<file path="config.mk">
export PLATFORM = sky130hd
export DESIGN_NAME = one_wire_bus_master_flat
export DESIGN_NICKNAME = d
export VERILOG_FILES = /design/src/rtl/owm_pkg.sv /design/src/rtl/owm_channels.sv /design/src/rtl/owm_csr.sv /design/src/rtl/owm_engine.sv /design/src/rtl/one_wire_bus_master.sv /design/src/flat_wrapper.sv
export VERILOG_INCLUDE_DIRS = /design/src /design/src/rtl
export SDC_FILE = /design/constraint.sdc
export NUM_CORES = 1
export LEC_CHECK = 0
export BUFFER_PORTS_ARGS = -buffer_cell sky130_fd_sc_hd__buf_2
export CORE_MARGIN = 1
export CORE_UTILIZATION = 60
export CTS_BUF_LIST = sky130_fd_sc_hd__clkbuf_16
export DETAILED_ROUTE_END_ITERATION = 10
export GPL_TIMING_DRIVEN = 1
export PLACE_DENSITY_LB_ADDON = 0.08
export SKIP_CTS_REPAIR_TIMING = 1
export SYNTH_ARGS = -nofsm -noshare
export SYNTH_HDL_FRONTEND = slang
export SYNTH_SLANG_ARGS = --single-unit
</file>
<file path="constraint.sdc">
create_clock -name clock -period 5.6 [get_ports clock]
set_clock_uncertainty 0.15 [all_clocks]
set_input_delay 0.28 -clock clock [delete_from_list [all_inputs] [get_ports clock]]
set_output_delay 0.28 -clock clock [all_outputs]
set_load 0.02 [all_outputs]
</file>
<file path="src/rtl/one_wire_bus_master_macros.svh">
// Assertion macros of the 1-Wire bus master RTL.
`ifndef ONE_WIRE_BUS_MASTER_MACROS_SVH
`define ONE_WIRE_BUS_MASTER_MACROS_SVH

// Check a condition at every clock edge outside reset.
`define OWM_ASSERT(lbl, cond, msg) \
   lbl: assert property (@(posedge clock) disable iff (reset) (cond)) else $error(msg);

// Check that a trigger implies a consequence in the same cycle.
`define OWM_ASSERT_IMPL(lbl, trig, cons, msg) \
   lbl: assert property (@(posedge clock) disable iff (reset) (trig) |-> (cons)) \
      else $error(msg);

// Check that a trigger implies a consequence in the next cycle.
`define OWM_ASSERT_NEXT(lbl, trig, cons, msg) \
   lbl: assert property (@(posedge clock) disable iff (reset) (trig) |=> (cons)) \
      else $error(msg);

`endif

</file>
<file path="src/rtl/owm_pkg.sv">
// Types, codes and constants of the 1-Wire bus master.
package owm_pkg;

   localparam int BITS_PER_BYTE = 8;

   // bus phases
   localparam logic [2:0] PH_IDLE     = 3'd0;
   localparam logic [2:0] PH_RST_LOW  = 3'd1;
   localparam logic [2:0] PH_RST_WAIT = 3'd2;
   localparam logic [2:0] PH_RST_TAIL = 3'd3;
   localparam logic [2:0] PH_SLOT     = 3'd4;
   localparam logic [2:0] PH_RECOV    = 3'd5;
   localparam logic [2:0] PH_CONV     = 3'd6;

   // request kinds and commands
   localparam logic       KIND_TICK    = 1'b0;
   localparam logic       KIND_COMMAND = 1'b1;
   localparam logic [1:0] CMD_RESET = 2'd0;
   localparam logic [1:0] CMD_WRITE = 2'd1;
   localparam logic [1:0] CMD_READ  = 2'd2;
   localparam logic [1:0] CMD_TEMP  = 2'd3;

   // temperature transaction steps
   localparam logic [3:0] STEP_RESET1    = 4'd0;
   localparam logic [3:0] STEP_SKIP1     = 4'd1;
   localparam logic [3:0] STEP_CONVERT   = 4'd2;
   localparam logic [3:0] STEP_CONV_WAIT = 4'd3;
   localparam logic [3:0] STEP_RESET2    = 4'd4;
   localparam logic [3:0] STEP_SKIP2     = 4'd5;
   localparam logic [3:0] STEP_READ_SP   = 4'd6;
   localparam logic [3:0] STEP_READ_LSB  = 4'd7;
   localparam logic [3:0] STEP_READ_MSB  = 4'd8;

   // ROM and function commands
   localparam logic [7:0] ROM_SKIP     = 8'hCC;
   localparam logic [7:0] FN_CONVERT   = 8'h44;
   localparam logic [7:0] FN_READ_SP   = 8'hBE;
   localparam logic [7:0] READ_PATTERN = 8'hFF;

   // register indexes
   localparam logic [2:0] REG_SLOT_TIME   = 3'd0;
   localparam logic [2:0] REG_RESET_LOW   = 3'd1;
   localparam logic [2:0] REG_PRES_WAIT   = 3'd2;
   localparam logic [2:0] REG_RESET_TAIL  = 3'd3;
   localparam logic [2:0] REG_READ_SAMPLE = 3'd4;
   localparam logic [2:0] REG_RECOVERY    = 3'd5;
   localparam logic [2:0] REG_CONV_WAIT   = 3'd6;

   // register reset values
   localparam logic [7:0]  RST_SLOT_TIME   = 8'd50;
   localparam logic [9:0]  RST_RESET_LOW   = 10'd480;
   localparam logic [7:0]  RST_PRES_WAIT   = 8'd80;
   localparam logic [9:0]  RST_RESET_TAIL  = 10'd400;
   localparam logic [5:0]  RST_READ_SAMPLE = 6'd12;
   localparam logic [5:0]  RST_RECOVERY    = 6'd2;
   localparam logic [19:0] RST_CONV_WAIT   = 20'd800;

   typedef struct packed {
      logic [7:0]  slot_time_us;
      logic [9:0]  reset_low_us;
      logic [7:0]  presence_wait_us;
      logic [9:0]  reset_tail_us;
      logic [5:0]  read_sample_us;
      logic [5:0]  recovery_us;
      logic [19:0] conversion_wait_ticks;
   } cfg_type;

   typedef struct packed {
      logic       kind;
      logic [1:0] command;
      logic [7:0] data_byte;
      logic       line_level;
   } req_type;

   typedef struct packed {
      logic        drive_low;
      logic        busy_res;
      logic        done_res;
      logic        presence_ok;
      logic [7:0]  read_data;
      logic [15:0] temperature_raw;
   } rsp_type;

   // Byte sent by a byte step of the temperature transaction.
   function automatic logic [7:0] step_byte(input logic [3:0] step);
      logic [7:0] b;
      case (step) inside
         STEP_SKIP1, STEP_SKIP2: b = ROM_SKIP;
         STEP_CONVERT:           b = FN_CONVERT;
         STEP_READ_SP:           b = FN_READ_SP;
         default:                b = READ_PATTERN;
      endcase
      return b;
   endfunction

   // True while the current byte is a read.
   function automatic logic is_reading(input logic [1:0] cmd, input logic [3:0] step);
      return (cmd == CMD_READ) ||
             (cmd == CMD_TEMP && (step == STEP_READ_LSB || step == STEP_READ_MSB));
   endfunction

endpackage

</file>
<file path="src/rtl/owm_channels.sv">
// Request and response channel interfaces of the 1-Wire bus master.
interface owm_req_if;
   logic       valid;
   logic       ready;
   logic       kind;
   logic [1:0] command;
   logic [7:0] data_byte;
   logic       line_level;

   modport source (output valid, kind, command, data_byte, line_level, input ready);
   modport sink (input valid, kind, command, data_byte, line_level, output ready);
endinterface

interface owm_rsp_if;
   logic        valid;
   logic        ready;
   logic        drive_low;
   logic        busy_res;
   logic        done_res;
   logic        presence_ok;
   logic [7:0]  read_data;
   logic [15:0] temperature_raw;

   modport source (output valid, drive_low, busy_res, done_res, presence_ok, read_data,
                   temperature_raw, input ready);
   modport sink (input valid, drive_low, busy_res, done_res, presence_ok, read_data,
                 temperature_raw, output ready);
endinterface

</file>
<file path="src/rtl/owm_csr.sv">
// APB-style configuration registers of the 1-Wire bus master.
module owm_csr (
   input  logic              clock,
   input  logic              reset,
   input  logic              csr_psel,
   input  logic              csr_penable,
   input  logic              csr_pwrite,
   input  logic [4:0]        csr_paddr,
   input  logic [31:0]       csr_pwdata,
   output logic [31:0]       csr_prdata,
   output logic              csr_pready,
   output owm_pkg::cfg_type  cfg
);

   owm_pkg::cfg_type cfg_ff, cfg_in;
   logic             wr_en;
   logic [2:0]       reg_index;

   assign wr_en      = csr_psel && csr_penable && csr_pwrite;
   assign reg_index  = csr_paddr[4:2];
   assign csr_pready = 1'b1;
   assign cfg        = cfg_ff;

   always_comb begin
      cfg_in = cfg_ff;
      if (wr_en) begin
         unique case (reg_index)
            owm_pkg::REG_SLOT_TIME:   cfg_in.slot_time_us          = csr_pwdata[7:0];
            owm_pkg::REG_RESET_LOW:   cfg_in.reset_low_us          = csr_pwdata[9:0];
            owm_pkg::REG_PRES_WAIT:   cfg_in.presence_wait_us      = csr_pwdata[7:0];
            owm_pkg::REG_RESET_TAIL:  cfg_in.reset_tail_us         = csr_pwdata[9:0];
            owm_pkg::REG_READ_SAMPLE: cfg_in.read_sample_us        = csr_pwdata[5:0];
            owm_pkg::REG_RECOVERY:    cfg_in.recovery_us           = csr_pwdata[5:0];
            owm_pkg::REG_CONV_WAIT:   cfg_in.conversion_wait_ticks = csr_pwdata[19:0];
            default: ;
         endcase
      end
   end

   always_comb begin
      unique case (reg_index)
         owm_pkg::REG_SLOT_TIME:   csr_prdata = {24'd0, cfg_ff.slot_time_us};
         owm_pkg::REG_RESET_LOW:   csr_prdata = {22'd0, cfg_ff.reset_low_us};
         owm_pkg::REG_PRES_WAIT:   csr_prdata = {24'd0, cfg_ff.presence_wait_us};
         owm_pkg::REG_RESET_TAIL:  csr_prdata = {22'd0, cfg_ff.reset_tail_us};
         owm_pkg::REG_READ_SAMPLE: csr_prdata = {26'd0, cfg_ff.read_sample_us};
         owm_pkg::REG_RECOVERY:    csr_prdata = {26'd0, cfg_ff.recovery_us};
         owm_pkg::REG_CONV_WAIT:   csr_prdata = {12'd0, cfg_ff.conversion_wait_ticks};
         default:                  csr_prdata = 32'd0;
      endcase
   end

   always_ff @(posedge clock) begin
      if (reset) begin
         cfg_ff.slot_time_us          <= owm_pkg::RST_SLOT_TIME;
         cfg_ff.reset_low_us          <= owm_pkg::RST_RESET_LOW;
         cfg_ff.presence_wait_us      <= owm_pkg::RST_PRES_WAIT;
         cfg_ff.reset_tail_us         <= owm_pkg::RST_RESET_TAIL;
         cfg_ff.read_sample_us        <= owm_pkg::RST_READ_SAMPLE;
         cfg_ff.recovery_us           <= owm_pkg::RST_RECOVERY;
         cfg_ff.conversion_wait_ticks <= owm_pkg::RST_CONV_WAIT;
      end else begin
         cfg_ff <= cfg_in;
      end
   end

endmodule

</file>
<file path="src/rtl/owm_engine.sv">
// Bus timing state machine: advances one step per fired request.
module owm_engine (
   input  logic              clock,
   input  logic              reset,
   input  logic              fire,
   input  owm_pkg::req_type  item,
   input  owm_pkg::cfg_type  cfg,
   output owm_pkg::rsp_type  result
);

   logic [2:0]  phase_ff, phase_in;
   logic [19:0] tick_ff, tick_in;
   logic [2:0]  bit_ff, bit_in;
   logic [7:0]  shift_ff, shift_in;
   logic [3:0]  step_ff, step_in;
   logic [7:0]  low_ff, low_in;
   logic [15:0] temp_ff, temp_in;
   logic        presence_ff, presence_in;
   logic [1:0]  active_ff, active_in;
   logic [7:0]  last_read_ff, last_read_in;

   logic [19:0] tick_next;
   logic [19:0] dur_reset_low, dur_pres, dur_tail, dur_recov, dur_conv, dur_slot;
   logic [7:0]  slot_len, sample_pt;
   logic        rd_now, unit_end, done;

   always_comb begin
      tick_next = tick_ff + 20'd1;
      // a zero register counts as one tick
      dur_reset_low = (cfg.reset_low_us == '0) ? 20'd1 : {10'd0, cfg.reset_low_us};
      dur_pres  = (cfg.presence_wait_us == '0) ? 20'd1 : {12'd0, cfg.presence_wait_us};
      dur_tail  = (cfg.reset_tail_us == '0) ? 20'd1 : {10'd0, cfg.reset_tail_us};
      dur_recov = (cfg.recovery_us == '0) ? 20'd1 : {14'd0, cfg.recovery_us};
      dur_conv  = (cfg.conversion_wait_ticks == '0) ? 20'd1 : cfg.conversion_wait_ticks;
      slot_len  = (cfg.slot_time_us == '0) ? 8'd1 : cfg.slot_time_us;
      dur_slot  = {12'd0, slot_len};
      sample_pt = (cfg.read_sample_us == '0) ? 8'd1 : {2'd0, cfg.read_sample_us};
      if (sample_pt > slot_len) begin
         sample_pt = slot_len;
      end
      rd_now = owm_pkg::is_reading(active_ff, step_ff);
   end

   always_comb begin
      phase_in     = phase_ff;
      tick_in      = tick_ff;
      bit_in       = bit_ff;
      shift_in     = shift_ff;
      step_in      = step_ff;
      low_in       = low_ff;
      temp_in      = temp_ff;
      presence_in  = presence_ff;
      active_in    = active_ff;
      last_read_in = last_read_ff;
      unit_end     = 1'b0;
      done         = 1'b0;

      if (item.kind == owm_pkg::KIND_COMMAND) begin
         if (phase_ff == owm_pkg::PH_IDLE) begin
            active_in = item.command;
            step_in   = owm_pkg::STEP_RESET1;
            tick_in   = '0;
            bit_in    = '0;
            case (item.command) inside
               owm_pkg::CMD_RESET, owm_pkg::CMD_TEMP: phase_in = owm_pkg::PH_RST_LOW;
               owm_pkg::CMD_WRITE: begin
                  phase_in = owm_pkg::PH_SLOT;
                  shift_in = item.data_byte;
               end
               default: begin
                  phase_in = owm_pkg::PH_SLOT;
                  shift_in = owm_pkg::READ_PATTERN;
               end
            endcase
         end
      end else if (phase_ff != owm_pkg::PH_IDLE) begin
         tick_in = tick_next;
         unique case (phase_ff)
            owm_pkg::PH_RST_LOW: begin
               if (tick_next >= dur_reset_low) begin
                  phase_in = owm_pkg::PH_RST_WAIT;
                  tick_in  = '0;
               end
            end
            owm_pkg::PH_RST_WAIT: begin
               if (tick_next >= dur_pres) begin
                  presence_in = ~item.line_level;
                  phase_in    = owm_pkg::PH_RST_TAIL;
                  tick_in     = '0;
               end
            end
            owm_pkg::PH_RST_TAIL: begin
               unit_end = (tick_next >= dur_tail);
            end
            owm_pkg::PH_SLOT: begin
               if (rd_now && tick_next == {12'd0, sample_pt}) begin
                  shift_in = {item.line_level, shift_ff[7:1]};
               end
               if (tick_next >= dur_slot) begin
                  if (!rd_now) begin
                     shift_in = {1'b0, shift_ff[7:1]};
                  end
                  phase_in = owm_pkg::PH_RECOV;
                  tick_in  = '0;
               end
            end
            owm_pkg::PH_RECOV: begin
               if (tick_next >= dur_recov) begin
                  if (bit_ff == 3'(owm_pkg::BITS_PER_BYTE - 1)) begin
                     if (rd_now) begin
                        last_read_in = shift_ff;
                     end
                     unit_end = 1'b1;
                  end else begin
                     bit_in   = bit_ff + 3'd1;
                     phase_in = owm_pkg::PH_SLOT;
                     tick_in  = '0;
                  end
               end
            end
            owm_pkg::PH_CONV: begin
               unit_end = (tick_next >= dur_conv);
            end
            default: begin
               phase_in = owm_pkg::PH_IDLE;
               tick_in  = '0;
               done     = 1'b1;
            end
         endcase
      end

      // finish the operation or chain into the next transaction step
      if (unit_end) begin
         if (active_ff != owm_pkg::CMD_TEMP || step_ff >= owm_pkg::STEP_READ_MSB) begin
            if (active_ff == owm_pkg::CMD_TEMP) begin
               temp_in = {shift_in, low_ff};
            end
            phase_in = owm_pkg::PH_IDLE;
            tick_in  = '0;
            done     = 1'b1;
         end else begin
            if (step_ff == owm_pkg::STEP_READ_LSB) begin
               low_in = shift_in;
            end
            step_in = step_ff + 4'd1;
            tick_in = '0;
            bit_in  = '0;
            case (step_in) inside
               owm_pkg::STEP_RESET1, owm_pkg::STEP_RESET2: phase_in = owm_pkg::PH_RST_LOW;
               owm_pkg::STEP_CONV_WAIT: phase_in = owm_pkg::PH_CONV;
               default: begin
                  phase_in = owm_pkg::PH_SLOT;
                  shift_in = owm_pkg::step_byte(step_in);
               end
            endcase
         end
      end
   end

   always_comb begin
      result.drive_low = (phase_in == owm_pkg::PH_RST_LOW) ||
                         (phase_in == owm_pkg::PH_SLOT &&
                          (tick_in == '0 ||
                           (!owm_pkg::is_reading(active_in, step_in) && !shift_in[0])));
      result.busy_res        = (phase_in != owm_pkg::PH_IDLE);
      result.done_res        = done;
      result.presence_ok     = presence_in;
      result.read_data       = last_read_in;
      result.temperature_raw = temp_in;
   end

   always_ff @(posedge clock) begin
      if (reset) begin
         phase_ff     <= owm_pkg::PH_IDLE;
         tick_ff      <= '0;
         bit_ff       <= '0;
         shift_ff     <= '0;
         step_ff      <= '0;
         low_ff       <= '0;
         temp_ff      <= '0;
         presence_ff  <= 1'b0;
         active_ff    <= '0;
         last_read_ff <= '0;
      end else if (fire) begin
         phase_ff     <= phase_in;
         tick_ff      <= tick_in;
         bit_ff       <= bit_in;
         shift_ff     <= shift_in;
         step_ff      <= step_in;
         low_ff       <= low_in;
         temp_ff      <= temp_in;
         presence_ff  <= presence_in;
         active_ff    <= active_in;
         last_read_ff <= last_read_in;
      end
   end

endmodule

</file>
<file path="src/rtl/one_wire_bus_master.sv">
// 1-Wire bus master driven by microsecond tick and command requests.
// Usage:
//   req carries one request per accepted handshake: a microsecond tick
//   (kind 0, with the sampled bus level) or a command (kind 1: reset,
//   write byte, read byte, temperature transaction).
//   rsp returns exactly one response per request: line drive for the next
//   microsecond, busy, done, presence, last read byte, raw temperature.
//   csr is an APB-style port; registers sit at byte address 4*index and
//   must be written only while the master is idle; the block does not enforce it.
// Pipeline:
//   A request is taken into an input register, processed by the bus state
//   machine once the output register is free, and its response is then
//   held in the output register. One request is accepted every cycle while
//   rsp is not stalled; the engine updates its state once per request.
// Reset:
//   Synchronous reset empties both pipeline registers, returns the bus
//   state machine to idle and loads the register defaults.
// Stall:
//   A stalled rsp holds its response; the input register still fills, then
//   req.ready drops until rsp drains.
`include "one_wire_bus_master_macros.svh"

module one_wire_bus_master (
   input  logic        clock,
   input  logic        reset,
   owm_req_if.sink     req,
   owm_rsp_if.source   rsp,
   input  logic        csr_psel,
   input  logic        csr_penable,
   input  logic        csr_pwrite,
   input  logic [4:0]  csr_paddr,
   input  logic [31:0] csr_pwdata,
   output logic [31:0] csr_prdata,
   output logic        csr_pready
);

   owm_pkg::cfg_type cfg;
   owm_pkg::req_type item_ff, item_in;
   owm_pkg::rsp_type result;
   owm_pkg::rsp_type out_ff, out_in;
   logic             item_valid_ff, item_valid_in;
   logic             out_valid_ff, out_valid_in;
   logic             out_free, fire, req_take;

   owm_csr u_csr (
      .clock       (clock),
      .reset       (reset),
      .csr_psel    (csr_psel),
      .csr_penable (csr_penable),
      .csr_pwrite  (csr_pwrite),
      .csr_paddr   (csr_paddr),
      .csr_pwdata  (csr_pwdata),
      .csr_prdata  (csr_prdata),
      .csr_pready  (csr_pready),
      .cfg         (cfg)
   );

   owm_engine u_engine (
      .clock  (clock),
      .reset  (reset),
      .fire   (fire),
      .item   (item_ff),
      .cfg    (cfg),
      .result (result)
   );

   assign out_free  = !out_valid_ff || rsp.ready;
   assign fire      = item_valid_ff && out_free;
   assign req.ready = !item_valid_ff || out_free;
   assign req_take  = req.valid && req.ready;

   always_comb begin
      item_in       = item_ff;
      item_valid_in = item_valid_ff;
      if (req_take) begin
         item_in.kind       = req.kind;
         item_in.command    = req.command;
         item_in.data_byte  = req.data_byte;
         item_in.line_level = req.line_level;
         item_valid_in      = 1'b1;
      end else if (fire) begin
         item_valid_in = 1'b0;
      end

      out_in       = out_ff;
      out_valid_in = out_valid_ff;
      if (fire) begin
         out_in       = result;
         out_valid_in = 1'b1;
      end else if (rsp.ready) begin
         out_valid_in = 1'b0;
      end
   end

   always_ff @(posedge clock) begin
      if (reset) begin
         item_valid_ff <= 1'b0;
         out_valid_ff  <= 1'b0;
      end else begin
         item_valid_ff <= item_valid_in;
         out_valid_ff  <= out_valid_in;
      end
      item_ff <= item_in;
      out_ff  <= out_in;
   end

   assign rsp.valid           = out_valid_ff;
   assign rsp.drive_low       = out_ff.drive_low;
   assign rsp.busy_res        = out_ff.busy_res;
   assign rsp.done_res        = out_ff.done_res;
   assign rsp.presence_ok     = out_ff.presence_ok;
   assign rsp.read_data       = out_ff.read_data;
   assign rsp.temperature_raw = out_ff.temperature_raw;

   `OWM_ASSERT_IMPL(a_drive_only_busy, out_valid_ff && out_ff.drive_low, out_ff.busy_res, "bus driven low while idle")
   `OWM_ASSERT_IMPL(a_done_not_busy, out_valid_ff && out_ff.done_res, !out_ff.busy_res, "done reported while still busy")
   `OWM_ASSERT_NEXT(a_fire_fills_out, fire, out_valid_ff, "processed request lost its response")
   `OWM_ASSERT(a_full_blocks_req, !(item_valid_ff && out_valid_ff && !rsp.ready) || !req.ready, "request taken while pipeline full")

endmodule

</file>
<file path="src/flat_wrapper.sv">
// flat-port wrapper written by rule: the top's interface ports become plain ports
module one_wire_bus_master_flat 
  (clock, reset, csr_psel, csr_penable, csr_pwrite, csr_paddr, csr_pwdata, csr_prdata, csr_pready, req_valid, req_kind, req_command, req_data_byte, req_line_level, req_ready, rsp_valid, rsp_drive_low, rsp_busy_res, rsp_done_res, rsp_presence_ok, rsp_read_data, rsp_temperature_raw, rsp_ready);
  owm_req_if req_i ();
  owm_rsp_if rsp_i ();
  input  logic clock;
  input  logic reset;
  input  logic csr_psel;
  input  logic csr_penable;
  input  logic csr_pwrite;
  input  logic [4:0] csr_paddr;
  input  logic [31:0] csr_pwdata;
  output logic [31:0] csr_prdata;
  output logic csr_pready;
  input wire logic [$bits(req_i.valid)-1:0] req_valid;
  input wire logic [$bits(req_i.kind)-1:0] req_kind;
  input wire logic [$bits(req_i.command)-1:0] req_command;
  input wire logic [$bits(req_i.data_byte)-1:0] req_data_byte;
  input wire logic [$bits(req_i.line_level)-1:0] req_line_level;
  output wire logic [$bits(req_i.ready)-1:0] req_ready;
  output wire logic [$bits(rsp_i.valid)-1:0] rsp_valid;
  output wire logic [$bits(rsp_i.drive_low)-1:0] rsp_drive_low;
  output wire logic [$bits(rsp_i.busy_res)-1:0] rsp_busy_res;
  output wire logic [$bits(rsp_i.done_res)-1:0] rsp_done_res;
  output wire logic [$bits(rsp_i.presence_ok)-1:0] rsp_presence_ok;
  output wire logic [$bits(rsp_i.read_data)-1:0] rsp_read_data;
  output wire logic [$bits(rsp_i.temperature_raw)-1:0] rsp_temperature_raw;
  input wire logic [$bits(rsp_i.ready)-1:0] rsp_ready;
  assign req_i.valid = req_valid;
  assign req_i.kind = req_kind;
  assign req_i.command = req_command;
  assign req_i.data_byte = req_data_byte;
  assign req_i.line_level = req_line_level;
  assign req_ready = req_i.ready;
  assign rsp_valid = rsp_i.valid;
  assign rsp_drive_low = rsp_i.drive_low;
  assign rsp_busy_res = rsp_i.busy_res;
  assign rsp_done_res = rsp_i.done_res;
  assign rsp_presence_ok = rsp_i.presence_ok;
  assign rsp_read_data = rsp_i.read_data;
  assign rsp_temperature_raw = rsp_i.temperature_raw;
  assign rsp_i.ready = rsp_ready;
  one_wire_bus_master u_core (.clock(clock), .reset(reset), .req(req_i), .rsp(rsp_i), .csr_psel(csr_psel), .csr_penable(csr_penable), .csr_pwrite(csr_pwrite), .csr_paddr(csr_paddr), .csr_pwdata(csr_pwdata), .csr_prdata(csr_prdata), .csr_pready(csr_pready));
endmodule
</file>
==> metrics.md <==
| Metric | Value |
|---|---|
| Post-synth cell types | 79 |
| Post-Syn Area | 0.0111 mm2 |
| Final Setup Violations | 0 |
| Synth Instances | 1308 |
| Post-DP Area | 0.0117 mm2 |
| Post-synthesis compound-gate area fraction | 0.179 |
| Top_reg_cell synth | dfxtp_1 |
| Worst R2R Path Depth | 17 |
| GRT Overall Usage | 0.318 |
| Total Routed Length | 30500 um |
| Worst setup EP type | flop |
| Min-delay src | csr_pwdata[0] |
| Number of synthesized register bits | 183 |
| Total grt overflow | 0 |
| Min-Delay Endpoint | u_core.u_csr.cfg[32]$_SDFFE_PP0P_ |
| Worst-path clk slew | 0.07 ns |
| Post-synthesis mux area share | 0.0721 |
| Placer Congestion | 0.917 |
| Critical path class | flop to flop |
| Drt wl/cell | 18.7 um |
| Failing checks | design-rule violations, negative hold slack |
| Worst path cell trace | ha_1, nand3_1, nor4_1, nand2_1, xnor2_1, ha_1, a21o_1, a21oi_1, nand3_1, a211o_1, a21oi_1, a2bb2oi_1, o32ai_4, nand2b_1, o21ai_0, o2111ai_1, a31oi_1 |
| Initial antenna violation count | 0 |
| Share of layout cells above drive strength 1 | 0.138 |
| Synth Area in XOR/XNOR | 0.0236 |
| YS warnings | 0 |
| Avg Synthesized Cell Area | 8.50 um2 |
| H-tree Lvls | 4 |
| Buf/Inv on CP | 0 |
| DRT iter0 DRCs | 898 |
| CTS tree | done |
| Vias per cell | 6.11 |
| # diodes | 0 |
| CP arrival | 5.28 ns |
| DRC | 14 |
| CTS Buffer Depth | 2 |
| Crit path largest cell delay | 0.42 ns |
| Row count | 49 |
| Least-Margin Pin Slew | 1.05 ns |
| Status | finished, violations left |
| EDFF count, synth | 40 |
| R2r setup slk | 0.46 ns |
| Max Slew Vio Count | 0 |
| Critical path startpoint category | flop |
| P&R area growth vs syn | 12.5% |
| Cell Pwr Density | 232 mW/mm2 |
| Drt first pass iters | 8 |
| Detailed placement HPWL | 21800 um |
| RSZ-0062 raised after global routing | no |
| Final instance area | 0.0125 mm2 |
| Sum Neg Setup Slack | 0 ns |
| CP max stage cell | dfxtp_1 |
| Final period util | 0.918 |
| I/O pin cnt | 119 |
| Ys async rst share | 0 |
| Critical Path RT | 5.74 ns |
| Final ANT Viol Nets | 0 |
| Initial core utilization | 0.614 |
| Final hold violations | 1 |
| Slew HR | 0.292 |
| Nets | 1522 |
| First-pass GRT wire length | 47700 um |
| Die Wd | 138 um |
| CP max FO | 16 |
| Maximum vdd drop | 0.000219 V |
| Dominant combinational cell family by area after synthesis | simple AND/OR/NAND/NOR gates |
| Root buf cell | clkbuf_16 |
| Worst r2r src | u_core.u_engine.tick_ff[1]$_SDFFE_PP0P_ |
| Clk_lat worst skew | 0.44 ns |
| Lkg Pwr | 5.17 nW |
| Inserted Clock Buffers | 17 |
| CP delay by family, top | compound AO/OA/AOI/OAI gates |
| Fin util | 0.691 |
| Simple-gate share of the synthesized area | 0.208 |
| Minimum clock period | 5.14 ns |
| Number of port buffers | 91 |
| MaxCap Viol Count | 0 |
| Total power | 0.00291 W |
| Via Count | 9966 |
| Adder-cell share of the synthesized area | 0.0856 |
| Hold depth | 3 |
| Via count of the first global-routing pass | 8904 |
| Chip height | 138 um |
| WHS | -0.000957 ns |
| Yosys top cell by area | dfxtp_1 |
| Clock sinks | 183 |
| Seq/Total Area, Yosys | 0.366 |
| Die footprint | 0.0191 mm2 |
| Max Freq | 195 MHz |
| CORE AREA | 0.0181 mm2 |
| Top-area cell type share of the netlist area | 0.258 |
| Largest net degree at the start of global routing | 84 |
| Hold Crit Class | input port to flop |
| Worst flop-to-flop path endpoint | u_core.rsp.drive_low$_DFFE_PP_ |
| Ranking of synthesized cells by area | dfxtp_1, edfxtp_1, ha_1, nand2_1, mux2i_1 |
==> metrics by stage <==
stage          hold slack, ns  instances  worst slack [ns]
2_1_floorplan           0.229       1319              1.09
3_3_place_gp            0.288       1575             0.613
3_5_place_dp            0.297       1575             0.533
4_1_cts                -0.147       1607             0.517
5_1_grt               0.00469       1632           0.00723
6_report            -0.000957       1632             0.461
==> flip-flops by register name, summed over array words and instances, names as in the netlist, 2 cells and up <==
signal / flops
u_core.u_csr.cfg: 68
u_core.u_engine.tick_ff: 20
u_core.rsp.temperature_raw: 16
u_core.u_engine.temp_ff: 16
u_core.item_ff: 12
u_core.rsp.read_data: 8
u_core.u_engine.last_read_ff: 8
u_core.u_engine.low_ff: 8
u_core.u_engine.shift_ff: 8
u_core.u_engine.step_ff: 4
u_core.u_engine.bit_ff: 3
u_core.u_engine.phase_ff: 3
u_core.u_engine.active_ff: 2
==> Yosys cell counts, types with 4 or more instances <==
| library cell | number |
|---|---|
| a21oi_1 | 86 |
| nand4b_1 | 4 |
| o221ai_1 | 5 |
| a221oi_1 | 7 |
| a211oi_1 | 17 |
| xor2_1 | 13 |
| nand3b_1 | 8 |
| ha_1 | 76 |
| buf_1 | 6 |
| or3_1 | 6 |
| o21ai_0 | 46 |
| o211a_1 | 6 |
| mux2i_1 | 53 |
| and3_1 | 24 |
| nor3_1 | 30 |
| buf_2 | 10 |
| nor4_1 | 16 |
| o22ai_1 | 4 |
| inv_1 | 84 |
| o21a_1 | 6 |
| nand3_1 | 24 |
| a22oi_1 | 16 |
| mux2_2 | 14 |
| edfxtp_1 | 40 |
| a21o_1 | 12 |
| nand4_1 | 11 |
| dfxtp_1 | 143 |
| nor2b_1 | 11 |
| o211ai_1 | 22 |
| and2_1 | 7 |
| a311oi_2 | 5 |
| mux4_2 | 5 |
| a31oi_1 | 8 |
| o2111ai_1 | 7 |
| buf_4 | 14 |
| nand2_1 | 173 |
| nand2b_1 | 19 |
| clkbuf_1 | 57 |
| xnor2_1 | 17 |
| nor2_1 | 124 |
| a32oi_1 | 5 |
==> power breakdown <==
group,internal (W),switching (W)
sequential,0.00138,0.0000244
combinational,0.000113,0.000216
clock,0.000589,0.000580
==> per-layer routing <==
metal  share of wire  vias up  global-route usage
li1                -     4814                   -
met1            0.47     4722               0.473
met2            0.43      377               0.468
met3           0.071       53              0.0516
met4           0.023        0               0.102
met5               0        -                   0
==> worst max path at each step <==
stage	slack [ns]	from	cells after the start	end
2_1_floorplan	1.09	u_core.u_engine.tick_ff[0]$_SDFFE_PP0P_	17	u_core.rsp.drive_low$_DFFE_PP_
3_3_place_gp	0.61	u_core.u_engine.tick_ff[1]$_SDFFE_PP0P_	18	u_core.rsp.drive_low$_DFFE_PP_
3_5_place_dp	0.53	u_core.u_engine.tick_ff[1]$_SDFFE_PP0P_	17	u_core.u_engine.temp_ff[0]$_SDFFE_PP0P_
4_1_cts	0.52	u_core.u_engine.tick_ff[1]$_SDFFE_PP0P_	17	u_core.u_engine.temp_ff[0]$_SDFFE_PP0P_
5_1_grt	0.007	u_core.u_engine.tick_ff[1]$_SDFFE_PP0P_	17	u_core.rsp.drive_low$_DFFE_PP_
6_report	0.46	u_core.u_engine.tick_ff[1]$_SDFFE_PP0P_	17	u_core.rsp.drive_low$_DFFE_PP_
==> worst reg2reg max path, stage by stage (launching register included) <==
cell and delay, ns:
dfxtp_1 0.42, ha_1 0.31, nand3_1 0.14, nor4_1 0.42
nand2_1 0.16, xnor2_1 0.32, ha_1 0.32, a21o_1 0.19
a21oi_1 0.17, nand3_1 0.11, a211o_1 0.27, a21oi_1 0.23
a2bb2oi_1 0.39, o32ai_4 0.29, nand2b_1 0.24, o21ai_0 0.37
o2111ai_1 0.26, a31oi_1 0.23
==> logic make-up (layout without fill, tap and decap cells) <==
logic type	count (synthesis)	in the layout
other	2	13
multiplexers	72	72
flip-flops	183	183
AND/OR/NAND/NOR	482	482
buffers and inverters	175	259
AO/OA/AOI/OAI	288	288
adder cells (fa/ha/maj)	76	76
XOR/XNOR	30	30
==> layout make-up <==
class	instances	area (um2)
Clock buffer	17	425
Clock inverter	15	145
Fill cell	1503	5590
Inverter	86	323
Multi-Input combinational cell	961	6360
Sequential cell	183	4060
Tap cell	229	287
Timing Repair Buffer	141	896
==> layout by cell type, fill, tap and decap left out, types with 12 or more instances in the layout <==
master         instances
mux2_2                14
a21oi_1               86
o21ai_0               46
edfxtp_1              40
xor2_1                13
buf_2                 90
o211ai_1              22
buf_4                 26
and3_1                24
dlygate4sd3_1         25
a21o_1                12
dfxtp_1              143
nor3_1                30
mux2i_1               53
nand3_1               24
nor4_1                16
inv_1                 84
clkbuf_16             17
nor2_1               124
a211oi_1              17
ha_1                  76
a22oi_1               16
nand2b_1              18
nand2_1              173
conb_1                13
xnor2_1               17
Power figures use the tool's default switching activity.
